===== config.mk =====
export PLATFORM = sky130hd
export DESIGN_NAME = page_frame_allocator
export DESIGN_NICKNAME = d
export VERILOG_FILES = /design/src/hw/rtl/pfa_pkg.sv /design/src/hw/rtl/pfa_frame_mem.sv /design/src/hw/rtl/page_frame_allocator.sv
export SDC_FILE = /design/constraint.sdc
export NUM_CORES = 1
export LEC_CHECK = 0
export BUFFER_PORTS_ARGS = -buffer_cell sky130_fd_sc_hd__buf_2
export CORE_ASPECT_RATIO = 1.5
export CORE_MARGIN = 3
export CORE_UTILIZATION = 35
export DETAILED_ROUTE_END_ITERATION = 6
export RECOVER_POWER = 100
export SETUP_SLACK_MARGIN = 0.5
export SLEW_MARGIN = 25
export SYNTH_ARGS = -nofsm -noshare
export SYNTH_HDL_FRONTEND = slang
export SYNTH_SLANG_ARGS = --single-unit

===== constraint.sdc =====
create_clock -name clk_i -period 10 [get_ports clk_i]
set_clock_uncertainty 0.05 [all_clocks]
set_input_delay 1 -clock clk_i [delete_from_list [all_inputs] [get_ports clk_i]]
set_output_delay 1 -clock clk_i [all_outputs]
set_load 0.02 [all_outputs]

===== src/hw/rtl/pfa_pkg.sv =====
`timescale 1ns / 1ps
// pfa_pkg: shared types, sizes and codes of the page frame allocator
// depends on nothing; used by pfa_frame_mem, page_frame_allocator, pfa_checker and the bench
package pfa_pkg;

  localparam int unsigned NUM_FRAMES  = 40;
  localparam int unsigned FRAME_UNITS = 5;

  // field widths fixed by the item format
  localparam int unsigned OwnerW  = 8;
  localparam int unsigned SizeW   = 8;
  localparam int unsigned StatusW = 2;
  localparam int unsigned FrameW  = 6;
  localparam int unsigned FillW   = 3;
  localparam int unsigned CountW  = 6;

  // internal widths
  localparam int unsigned IdxW  = (NUM_FRAMES > 1) ? $clog2(NUM_FRAMES) : 1;
  localparam int unsigned CntW  = $clog2(NUM_FRAMES + 1);
  localparam int unsigned ProdW = $clog2(NUM_FRAMES * FRAME_UNITS + 1);
  localparam int unsigned CmpW  = (ProdW > SizeW) ? ProdW : SizeW;

  typedef enum logic {
    REQ_ALLOC = 1'b0,
    REQ_FREE  = 1'b1
  } req_type_e;

  typedef enum logic [StatusW-1:0] {
    ST_GRANT  = 2'd0,
    ST_REFUSE = 2'd1,
    ST_FREED  = 2'd2
  } status_e;

  typedef struct packed {
    logic              req_type;
    logic [OwnerW-1:0] proc_id;
    logic [SizeW-1:0]  proc_size;
  } pfa_in_t;

  typedef struct packed {
    logic [StatusW-1:0] status;
    logic [FrameW-1:0]  frame_index;
    logic [FillW-1:0]   frame_fill;
    logic [CountW-1:0]  free_count;
    logic               last;
  } pfa_out_t;

  // write / clear request into the frame table
  typedef struct packed {
    logic              wr;
    logic              clr;
    logic [IdxW-1:0]   addr;
    logic [OwnerW-1:0] owner;
  } pfa_mem_req_t;

endpackage


===== src/hw/rtl/pfa_frame_mem.sv =====
`timescale 1ns / 1ps
// pfa_frame_mem: frame owner memory plus per-frame occupied bits
// depends on pfa_pkg
module pfa_frame_mem (
  input  logic                         clk_i,
  input  logic                         rst_ni,
  input  pfa_pkg::pfa_mem_req_t        req_i,
  input  logic                         rd_en_i,
  input  logic [pfa_pkg::IdxW-1:0]     rd_addr_i,
  output logic [pfa_pkg::OwnerW-1:0]   rd_owner_o,
  input  logic [pfa_pkg::IdxW-1:0]     chk_idx_i,
  output logic                         chk_used_o
);
  import pfa_pkg::*;

  logic [OwnerW-1:0]     owner_mem [NUM_FRAMES];
  logic [NUM_FRAMES-1:0] used_q;
  logic [OwnerW-1:0]     rd_owner_q;

  // owner array, no reset: an entry only counts while its used bit is set
  always_ff @(posedge clk_i) begin
    if (req_i.wr) begin
      owner_mem[req_i.addr] <= req_i.owner;
    end
  end

  always_ff @(posedge clk_i) begin
    if (rd_en_i) begin
      rd_owner_q <= owner_mem[rd_addr_i];
    end
  end

  // used bit stands for a nonzero fill
  always_ff @(posedge clk_i or negedge rst_ni) begin
    if (!rst_ni) begin
      used_q <= '0;
    end else if (req_i.wr) begin
      used_q[req_i.addr] <= 1'b1;
    end else if (req_i.clr) begin
      used_q[req_i.addr] <= 1'b0;
    end
  end

  assign rd_owner_o = rd_owner_q;
  assign chk_used_o = used_q[chk_idx_i];

endmodule


===== src/hw/rtl/page_frame_allocator.sv =====
`timescale 1ns / 1ps
// page_frame_allocator: first-fit frame allocator, top level
// depends on pfa_pkg and pfa_frame_mem
//
// usage
// - request channel (in_valid_i / in_ready_o / in_data_i): one item is an
//   allocate (proc_id, proc_size) or a free of all frames of proc_id
// - result channel (out_valid_o / out_ready_i / out_data_o): an allocate
//   gives one item per granted frame, lowest free frame first, the final
//   one with last set; a refusal, a zero-size allocate and a free give a
//   single item with last set
// - in_ready_o is high only while no request is in work; one request is
//   handled at a time by a sequencer that walks the frame table one entry
//   per cycle, an allocate walk pausing while a result is stalled
// - a new request is taken only once the final result of the last one is
//   registered; requests do not overlap
// - results leave through an output register; a receiver stall halts an
//   allocate walk, and a free waits after its walk, until it drains
// - reset: all frames free (used bits cleared at once), free count 40,
//   no result pending; ready as soon as reset is released
module page_frame_allocator (
  input  logic              clk_i,
  input  logic              rst_ni,
  input  logic              in_valid_i,
  output logic              in_ready_o,
  input  pfa_pkg::pfa_in_t  in_data_i,
  output logic              out_valid_o,
  input  logic              out_ready_i,
  output pfa_pkg::pfa_out_t out_data_o
);
  import pfa_pkg::*;

  // sequencer states
  localparam logic [2:0] S_IDLE   = 3'd0;
  localparam logic [2:0] S_DECIDE = 3'd1;
  localparam logic [2:0] S_ALLOC  = 3'd2;
  localparam logic [2:0] S_FREE   = 3'd3;
  localparam logic [2:0] S_FDONE  = 3'd4;

  logic [2:0]        state_q, state_d;
  pfa_in_t           req_q;
  logic [SizeW-1:0]  rem_q, rem_d;          // units still to place
  logic [CntW-1:0]   scan_q, scan_d;        // frame walk pointer
  logic              pend_q, pend_d;        // memory read in flight (free walk)
  logic [IdxW-1:0]   pend_idx_q, pend_idx_d;
  logic [CntW-1:0]   free_q, free_d;        // free frame count
  logic              out_valid_q, out_valid_d;
  pfa_out_t          out_q, out_d;

  pfa_mem_req_t      mem_req;
  logic              rd_en;
  logic [OwnerW-1:0] rd_owner;
  logic [IdxW-1:0]   chk_idx;
  logic              chk_used;

  logic              slot_free;
  logic [CmpW-1:0]   cap_units;             // units that the free frames can hold
  logic              too_big;
  logic              last_frame;
  logic [FillW-1:0]  fill;

  assign slot_free = !out_valid_q || out_ready_i;

  // compare unit: need > free  <=>  size > free * FRAME_UNITS
  assign cap_units = CmpW'(ProdW'(free_q) * ProdW'(FRAME_UNITS));
  assign too_big   = CmpW'(req_q.proc_size) > cap_units;

  // last frame takes the remainder, or a full frame when it divides evenly
  assign last_frame = rem_q <= SizeW'(FRAME_UNITS);
  assign fill       = last_frame ? FillW'(rem_q) : FillW'(FRAME_UNITS);

  pfa_frame_mem u_mem (
    .clk_i      (clk_i),
    .rst_ni     (rst_ni),
    .req_i      (mem_req),
    .rd_en_i    (rd_en),
    .rd_addr_i  (scan_q[IdxW-1:0]),
    .rd_owner_o (rd_owner),
    .chk_idx_i  (chk_idx),
    .chk_used_o (chk_used)
  );

  always_comb begin
    state_d     = state_q;
    rem_d       = rem_q;
    scan_d      = scan_q;
    pend_d      = pend_q;
    pend_idx_d  = pend_idx_q;
    free_d      = free_q;
    out_valid_d = out_valid_q && !out_ready_i;
    out_d       = out_q;
    mem_req     = '0;
    rd_en       = 1'b0;
    chk_idx     = scan_q[IdxW-1:0];

    case (state_q)
      S_IDLE: begin
        if (in_valid_i) begin
          scan_d  = '0;
          pend_d  = 1'b0;
          rem_d   = in_data_i.proc_size;
          state_d = (in_data_i.req_type == REQ_FREE) ? S_FREE : S_DECIDE;
        end
      end

      S_DECIDE: begin
        if (slot_free) begin
          if (req_q.proc_id == '0 || too_big) begin
            out_valid_d = 1'b1;
            out_d       = '{status: ST_REFUSE, frame_index: '0, frame_fill: '0,
                            free_count: CountW'(free_q), last: 1'b1};
            state_d     = S_IDLE;
          end else if (req_q.proc_size == '0) begin
            out_valid_d = 1'b1;
            out_d       = '{status: ST_GRANT, frame_index: '0, frame_fill: '0,
                            free_count: CountW'(free_q), last: 1'b1};
            state_d     = S_IDLE;
          end else begin
            state_d = S_ALLOC;
          end
        end
      end

      // one table entry per cycle while the result slot is free; enough free frames are known to exist
      S_ALLOC: begin
        if (slot_free) begin
          scan_d = scan_q + 1'b1;
          if (!chk_used) begin
            mem_req.wr    = 1'b1;
            mem_req.addr  = scan_q[IdxW-1:0];
            mem_req.owner = req_q.proc_id;
            free_d        = free_q - 1'b1;
            rem_d         = rem_q - SizeW'(fill);
            out_valid_d   = 1'b1;
            out_d         = '{status: ST_GRANT,
                              frame_index: FrameW'(scan_q + 1'b1),
                              frame_fill: fill,
                              free_count: CountW'(free_q - 1'b1),
                              last: last_frame};
            if (last_frame) begin
              state_d = S_IDLE;
            end
          end
        end
      end

      // read owner of entry scan, compare entry read last cycle
      S_FREE: begin
        chk_idx = pend_idx_q;
        if (scan_q < CntW'(NUM_FRAMES)) begin
          rd_en      = 1'b1;
          pend_d     = 1'b1;
          pend_idx_d = scan_q[IdxW-1:0];
          scan_d     = scan_q + 1'b1;
        end else begin
          pend_d = 1'b0;
        end
        if (pend_q && chk_used && rd_owner == req_q.proc_id) begin
          mem_req.clr  = 1'b1;
          mem_req.addr = pend_idx_q;
          if (free_q < CntW'(NUM_FRAMES)) begin
            free_d = free_q + 1'b1;
          end
        end
        if (!pend_q && scan_q >= CntW'(NUM_FRAMES)) begin
          state_d = S_FDONE;
        end
      end

      S_FDONE: begin
        if (slot_free) begin
          out_valid_d = 1'b1;
          out_d       = '{status: ST_FREED, frame_index: '0, frame_fill: '0,
                          free_count: CountW'(free_q), last: 1'b1};
          state_d     = S_IDLE;
        end
      end

      default: begin
        state_d = S_IDLE;
      end
    endcase
  end

  always_ff @(posedge clk_i or negedge rst_ni) begin
    if (!rst_ni) begin
      state_q     <= S_IDLE;
      rem_q       <= '0;
      scan_q      <= '0;
      pend_q      <= 1'b0;
      pend_idx_q  <= '0;
      free_q      <= CntW'(NUM_FRAMES);
      out_valid_q <= 1'b0;
    end else begin
      state_q     <= state_d;
      rem_q       <= rem_d;
      scan_q      <= scan_d;
      pend_q      <= pend_d;
      pend_idx_q  <= pend_idx_d;
      free_q      <= free_d;
      out_valid_q <= out_valid_d;
    end
  end

  // payload registers
  always_ff @(posedge clk_i) begin
    out_q <= out_d;
    if (in_valid_i && in_ready_o) begin
      req_q <= in_data_i;
    end
  end

  assign in_ready_o  = (state_q == S_IDLE);
  assign out_valid_o = out_valid_q;
  assign out_data_o  = out_q;

endmodule


==> impl_metrics.csv, run 1 <==
group,metric,value,unit
placement,hpwl_dp,34.3,mm
logic_synthesis,yosys.cell_types.count,72,
timing,rsz0062_at_grt,"no",
timing,finalSetupViolCount,0,
timing,max_slew_margin,-140,%
min_path,worstHoldPathType,"in -> async",
logic_synthesis,syn-cell-area,19100,sq um
layout,areaGrowthSynthToFinish,12.3,%
cts,post_cts_resize_count,0,
layout,finish.net_count,1358,
layout,final-instance-count-excl-fill,2037,
worst_setup_path,critical_path.max_fanout,42,
logic_synthesis,yosysMostFrequentCell,"edfxtp_1",
global_route,pin_count_of_the_biggest_net_entering_global_routing,61,
power,peakVddDrop,110,uV
logic_synthesis,number_of_flops_mapped_to_enable_cells_by_yosys,362,
global_route,grt_first_pass_wirelength,76.9,mm
detailed_routing,drtIter0Drc,934,
cts,cts_num_sinks,433,
logic_synthesis,synth-seq-area-share,66.3,%
detailed_routing,routed-via-count,11500,
power,report.power.total,5300,uW
detailed_routing,vias_per_cell,5.66,
detailed_routing,avgRoutedWirePerCell,25.0,um
floorplan,fp-row-count,104,
placement,dp.cells,1961,
worst_setup_path,timing.setup.critical_path_class,"reg -> reg",
worst_setup_path,crit_path_end_kind,"register",
logic_synthesis,synthTopCellsByArea,"edfxtp_1 57%, dfrtp_1 9.1%, mux4_2 8.9%",
worst_setup_path,crit_chain,"clkbuf_1 > mux2_4 > nor4_1 > or4_1 > nand4_1 > and3_1 > nand2_1 > a21oi_1",
power,cellLeakagePower,0.00714,uW
cts,tritoncts.num_buffers,41,
floorplan,initial_utilization,35.5,%
floorplan,die-height,292,um
power,p_per_area,247,nW/um^2
global_route,grt_pass1_vias,12000,
cts,tritoncts,"built",
worst_setup_path,worst_r2r_startpoint,"scan_q[1]",
global_route,global_route.usage.total,17.6,%
timing,final.period_utilization,68.8,%
flow_run,cap_violations,5,
logic_synthesis,synth-seq-cells,433,
outcome,result_of_the_run,"finished, violations left",
cts,clock_tree.htree_level_count,2,
floorplan,die_area,57400,sq um
layout,antenna_cells,0,
cts,ctsHoldBuffers,0,
logic_synthesis,post_synthesis_average_cell_area,14.9,sq um
worst_setup_path,worstPathRequired,10100,ps
timing,final_hold_viol_count,0,
worst_setup_path,max_stage_delay,1890,ps
logic_synthesis,synthTopCellsByCount,"362 x edfxtp_1, 115 x nand2_1, 75 x mux4_2, 69 x dfrtp_1, 52 x nor2_1",
detailed_routing,totalWireLength,50.9,mm
logic_synthesis,synthesis.yosys.warnings,0,
timing,final.min_clock_period,6880,ps
outcome,violated_checks,"capacitance limit, slew limit",
cts,ctsLongestPathBuffers,3,
worst_setup_path,worst_setup_path_startpoint,"scan_q[1]",
global_route,grt_overflow_total,0,
logic_synthesis,syn_nets,1322,
global_route,grt_antenna_before_repair,0,
cts,clock_network_latency_to_the_later_pin_of_the_worst_skew_pair,580,ps
worst_setup_path,cp-start-kind,"register",
detailed_routing,drcViolationCount,0,
layout,post_route_cells_drive_above_1_share,13.9,%
placement,gp_routability_congestion,0.917,
cts,root_buffer,"clkbuf_16",
timing,worst_pin_slew,3600,ps
placement,numPortBuffers,40,
floorplan,placeableCoreArea,53700,sq um
timing,max_clock_freq,0.145,GHz
logic_synthesis,synth.top_cell.area_share,57.0,%
floorplan,floorplan.die.width,197,um
detailed_routing,detailedRoute.firstPassIterationCount,5,
timing,final_max_slew_viol_count,200,
cts,post_cts_buffers,0,
logic_synthesis,synth-main-ff-cell,"edfxtp_1",
cts,path_clk_slew,70,ps
floorplan,design.portCount,41,
logic_synthesis,synth-async-reset-ratio,16.4,%
worst_setup_path,timing.critical_path.slowest_stage_cell,"clkbuf_1",
worst_setup_path,critical_path_arrival,6980,ps
logic_synthesis,synth.largest_area_cell,"edfxtp_1",
timing,totalNegativeSetupSlack,0,ps
detailed_routing,final_antenna_net_count,0,
logic_synthesis,postSynthCellCount,1279,
[layout by cell type (no fill, tap or decap), types with 5 or more instances in the layout]
master,n
nor3_1,22
xnor2_1,20
a21oi_1,32
o211ai_1,16
or4_1,6
nor4_1,10
clkbuf_16,41
clkbuf_1,46
o41ai_1,5
mux4_2,75
o21ai_0,54
buf_2,9
nand4_1,14
o31ai_1,20
bufinv_16,11
nand3_1,36
buf_4,18
a31oi_1,6
nand2b_1,11
mux2_2,7
and2_1,14
mux2i_1,45
nor2_1,52
o21a_1,8
and3_1,6
a211oi_1,17
a221oi_1,7
edfxtp_1,362
nand2_1,116
or2_2,5
o221ai_1,13
clkinv_1,5
dfrtp_1,68
inv_1,39
o22ai_1,18
nor2b_1,16
ha_1,21
[routing by layer]
| layer | global-route usage [%] | part of all wire [%] | vias to the layer above |
|---|---|---|---|
| met4 | 9.93 | 5.9 | 0 |
| met2 | 30.9 | 52 | 446 |
| li1 | - | - | 5079 |
| met5 | 0 | 0 | - |
| met1 | 21.0 | 37 | 5863 |
| met3 | 2.16 | 5.3 | 133 |
[stage by stage]
step	setup slack, ps	area (sq um)	hold WS (ps)	utilization, %
6_report	3120	21400	405	39.9
5_1_grt	2440	21400	447	39.9
4_1_cts	5050	21500	251	40.1
3_5_place_dp	5070	20000	454	37.2
3_3_place_gp	5110	20000	446	37.2
2_1_floorplan	5880	19100	417	-
[sequential cells by signal, indices dropped and copies added (netlist names), named ones only]
register          cells
rem_q                 8
out_data_o           18
out_valid_o           1
u_mem.rd_owner_o      8
pend_idx_q            6
free_q                6
pend_q                1
scan_q                6
state_q               3
u_mem.owner_mem     320
req_q                16
[worst max-delay path, delay by kind of cell (launching register included)]
| family | cells | cell delay (ps) |
|---|---|---|
| flops | 1 | 1440 |
| compound gates | 1 | 1450 |
| mux | 1 | 480 |
| simple gates | 5 | 1090 |
| buf+inv | 1 | 1890 |
[cells by family after synthesis]
kind of cell               synth area share (%)
AOI/OAI and AO/OA                          8.00
DFF                                        66.3
xor gates and xnor gates                   1.10
adders and majority gates                  1.48
and+or+nand+nor                            8.59
buffers and inverters                      2.64
muxes                                      11.9
[where the power goes]
group	total, uW	switching (uW)	leakage, uW	internal (uW)
clock	1770	711	0.000733	1050
combinational	1260	783	0.00234	475
sequential	2270	156	0.00406	2110
[cell type report]
class | instances | area (sq um)
Fill cell | 4927 | 32300
Sequential cell | 433 | 12700
Multi-Input combinational cell | 732 | 5900
Clock buffer | 48 | 1050
Tap cell | 689 | 862
Clock inverter | 28 | 480
Timing Repair Buffer | 66 | 327
Inverter | 41 | 154
[path summary, 6_finish.rpt]
| check | end | slack, ps | cells after the start |
|---|---|---|---|
| min in group clk_i | register | 460 | 2 |
| min reg2reg | register | 460 | 2 |
| max reg2reg | out_data_o[2] | 3120 | 8 |
| max | out_data_o[2] | 3120 | 8 |
| min | rem_q[7] | 410 | 1 |
| max in group asynchronous | scan_q[0] | 5090 | 2 |
(Power assumes the default switching activity.)
==> run 2: changes to the inputs <==
==> constraint.sdc (replaced) <==
create_clock -name clk_i -period 7 [get_ports clk_i]
set_clock_uncertainty 0.05 [all_clocks]
set_input_delay 0.7 -clock clk_i [delete_from_list [all_inputs] [get_ports clk_i]]
set_output_delay 0.7 -clock clk_i [all_outputs]
set_load 0.02 [all_outputs]
==> run 2 against run 1 <==
  * The run still ends with capacitance limit, slew limit left
  * Die area unchanged
  * Clock power up 25%
  * Core utilization down 0.34 points
  * Final cell count up 0.20%
  * Global-route usage down 0.32 points
  * Combinational power up 44%
  * Critical path depth up 2
  * Final area down 0.85%
  * Maximum frequency up 19%
  * Routed wire length down 1.8%
==> impl_metrics.csv, run 2 (synthesis gave the netlist of run 1 again) <==
group,metric,value,unit
outcome,result_of_the_run,"finished, violations left",
outcome,violated_checks,"capacitance limit, slew limit",
floorplan,fp-row-count,104,
timing,worst_pin_slew,4110,ps
global_route,grt_first_pass_wirelength,75.5,mm
worst_setup_path,critical_path.max_fanout,25,
detailed_routing,routed-via-count,11500,
layout,most-common-layout-cells,"362 x edfxtp_1, 116 x nand2_1, 75 x mux4_2, 68 x dfrtp_1, 56 x clkbuf_1",
placement,dp.cells,1966,
global_route,grt_overflow_total,0,
min_path,worstHoldPathType,"in -> reg",
timing,final_max_slew_viol_count,161,
worst_setup_path,timing.setup.critical_path_class,"reg -> reg",
detailed_routing,detailedRoute.firstPassIterationCount,5,
global_route,grt_antenna_before_repair,0,
detailed_routing,vias_per_cell,5.62,
worst_setup_path,crit_top_cell,"clkbuf_1",
layout,post_route_cells_drive_above_1_share,13.5,%
layout,final_std_cell_area_no_fill,21200,sq um
cts,tritoncts.num_buffers,41,
layout,regMostFlops,"u_mem.owner_mem",
layout,flip_flop_count_of_the_largest_register_after_layout,320,
placement,gp_routability_congestion,0.903,
timing,final.period_utilization,82.3,%
worst_setup_path,crit_chain,"clkbuf_1 > nor2b_1 > a221oi_1 > a21oi_1 > or4_1 > nand4_1 > and3_1 > clkbuf_1 > nand3_1 > nor2_1",
min_path,worstHoldPathCells,1,
power,peakVddDrop,181,uV
cts,ctsLongestPathBuffers,3,
placement,hpwl_dp,34.2,mm
worst_setup_path,worst_r2r_endpoint,"u_mem.owner_mem[37][3]",
timing,final.min_clock_period,5760,ps
layout,leading_cell_type_in_the_layout_fill_and_taps_excluded,"edfxtp_1",
placement,numPortBuffers,40,
placement,placedInstanceArea,20100,sq um
worst_setup_path,critical_path_arrival,5910,ps
global_route,global_route.usage.total,17.3,%
worst_setup_path,worst_r2r_startpoint,"scan_q[1]",
cts,ctsHoldBuffers,0,
detailed_routing,avgRoutedWirePerCell,24.5,um
timing,whs,260,ps
floorplan,floorplan.die.width,197,um
timing,max_slew_margin,-174,%
global_route,grt_pass1_vias,12000,
min_path,worstHoldEndpoint,"req_q[15]",
detailed_routing,totalWireLength,50.0,mm
layout,fillerInstances,4911,
cts,root_buffer,"clkbuf_16",
timing,rsz0062_at_grt,"no",
layout,final-instance-count-excl-fill,2041,
layout,areaGrowthSynthToFinish,11.4,%
timing,finalSetupViolCount,0,
floorplan,die_area,57400,sq um
timing,max_clock_freq,0.174,GHz
detailed_routing,drtIter0Drc,873,
worst_setup_path,worstPathRequired,7150,ps
layout,antenna_cells,0,
worst_setup_path,ff2ff_setup_slack,1240,ps
power,cellLeakagePower,0.00706,uW
worst_setup_path,reg2regPathDepth,10,
cts,post_cts_resize_count,0,
floorplan,placeableCoreArea,53700,sq um
global_route,pin_count_of_the_biggest_net_entering_global_routing,72,
flow_run,cap_violations,4,
timing,final_hold_viol_count,0,
cts,path_clk_slew,60,ps
cts,cts_num_sinks,433,
min_path,min-delay-start,"in_data_i[15]",
layout,finish.net_count,1363,
power,p_per_area,341,nW/um^2
worst_setup_path,max_stage_delay,910,ps
floorplan,initial_utilization,35.5,%
cts,tritoncts,"built",
timing,totalNegativeSetupSlack,0,ps
floorplan,die-height,292,um
worst_setup_path,timing.critical_path.slowest_stage_cell,"dfrtp_1",
detailed_routing,drcViolationCount,0,
cts,clock_network_latency_to_the_later_pin_of_the_worst_skew_pair,570,ps
worst_setup_path,cp-start-kind,"register",
detailed_routing,final_antenna_net_count,0,
cts,clock_tree.htree_level_count,2,
cts,post_cts_buffers,0,
floorplan,design.portCount,41,
worst_setup_path,crit_path_end_kind,"register",
-- run 2: cell count changes in the layout (fill, tap and decap cells not counted), sizes merged --
cell / change
buf: -7
bufinv: -8
clkbuf: +21
clkinv: +2
clkinvlp: -3
inv: -1
-- run 2: metrics by stage --
| stage | power (uW) | setup slack [ps] | utilization [%] |
|---|---|---|---|
| floorplan | 4550 | 2880 | - |
| global placement | 5070 | 2180 | 37.3 |
| detailed placement | 5120 | 1990 | 37.3 |
| CTS | 7340 | 1980 | 39.8 |
| global route | 7580 | 855 | 39.5 |
| finish | 7250 | 1240 | 39.5 |
-- run 2: cell type report --
cell class	count	area [sq um]	share of cell area, %
sequential	433	12700	59.6
clock buffer	57	1120	5.25
tap	689	862	4.06
clock inverter	18	223	1.05
timing repair buffer	71	327	1.54
inverter	41	154	0.724
multi-input combinational	732	5910	27.8
-- run 2: worst max-delay path by stage --
stage / startpoint / endpoint / slack [ps] / depth (start not counted)
5_1_grt: scan_q[1] / u_mem.owner_mem[37][3] / 850 / 10
2_1_floorplan: free_q[3] / out_data_o[0] / 2880 / 13
3_5_place_dp: state_q[2] / u_mem.owner_mem[37][7] / 1990 / 9
3_3_place_gp: state_q[2] / u_mem.owner_mem[37][2] / 2180 / 9
6_report: scan_q[1] / u_mem.owner_mem[37][3] / 1240 / 10
4_1_cts: state_q[2] / u_mem.owner_mem[37][1] / 1980 / 9
-- run 2: metal layers --
layer / vias up / share of wire [%] / global-route usage [%]
li1: 5090 / - / -
met1: 5850 / 37 / 20.2
met3: 143 / 4.2 / 1.77
met5: - / 0 / 0
met2: 393 / 52 / 30.8
met4: 0 / 6.6 / 10.3
-- run 2: report_power, final --
part	total [uW]	internal (uW)	switching, uW
Clock	2220	1250	973
Sequential	3220	3020	202
Combinational	1810	665	1140
Total	7250	4930	2320
-- run 2: worst max-delay path: cells and delay by family (launching register included) --
kind | cells | cell delay [ps]
flops | 1 | 910
compound gates | 2 | 410
simple gates | 6 | 2790
buf+inv | 2 | 1220
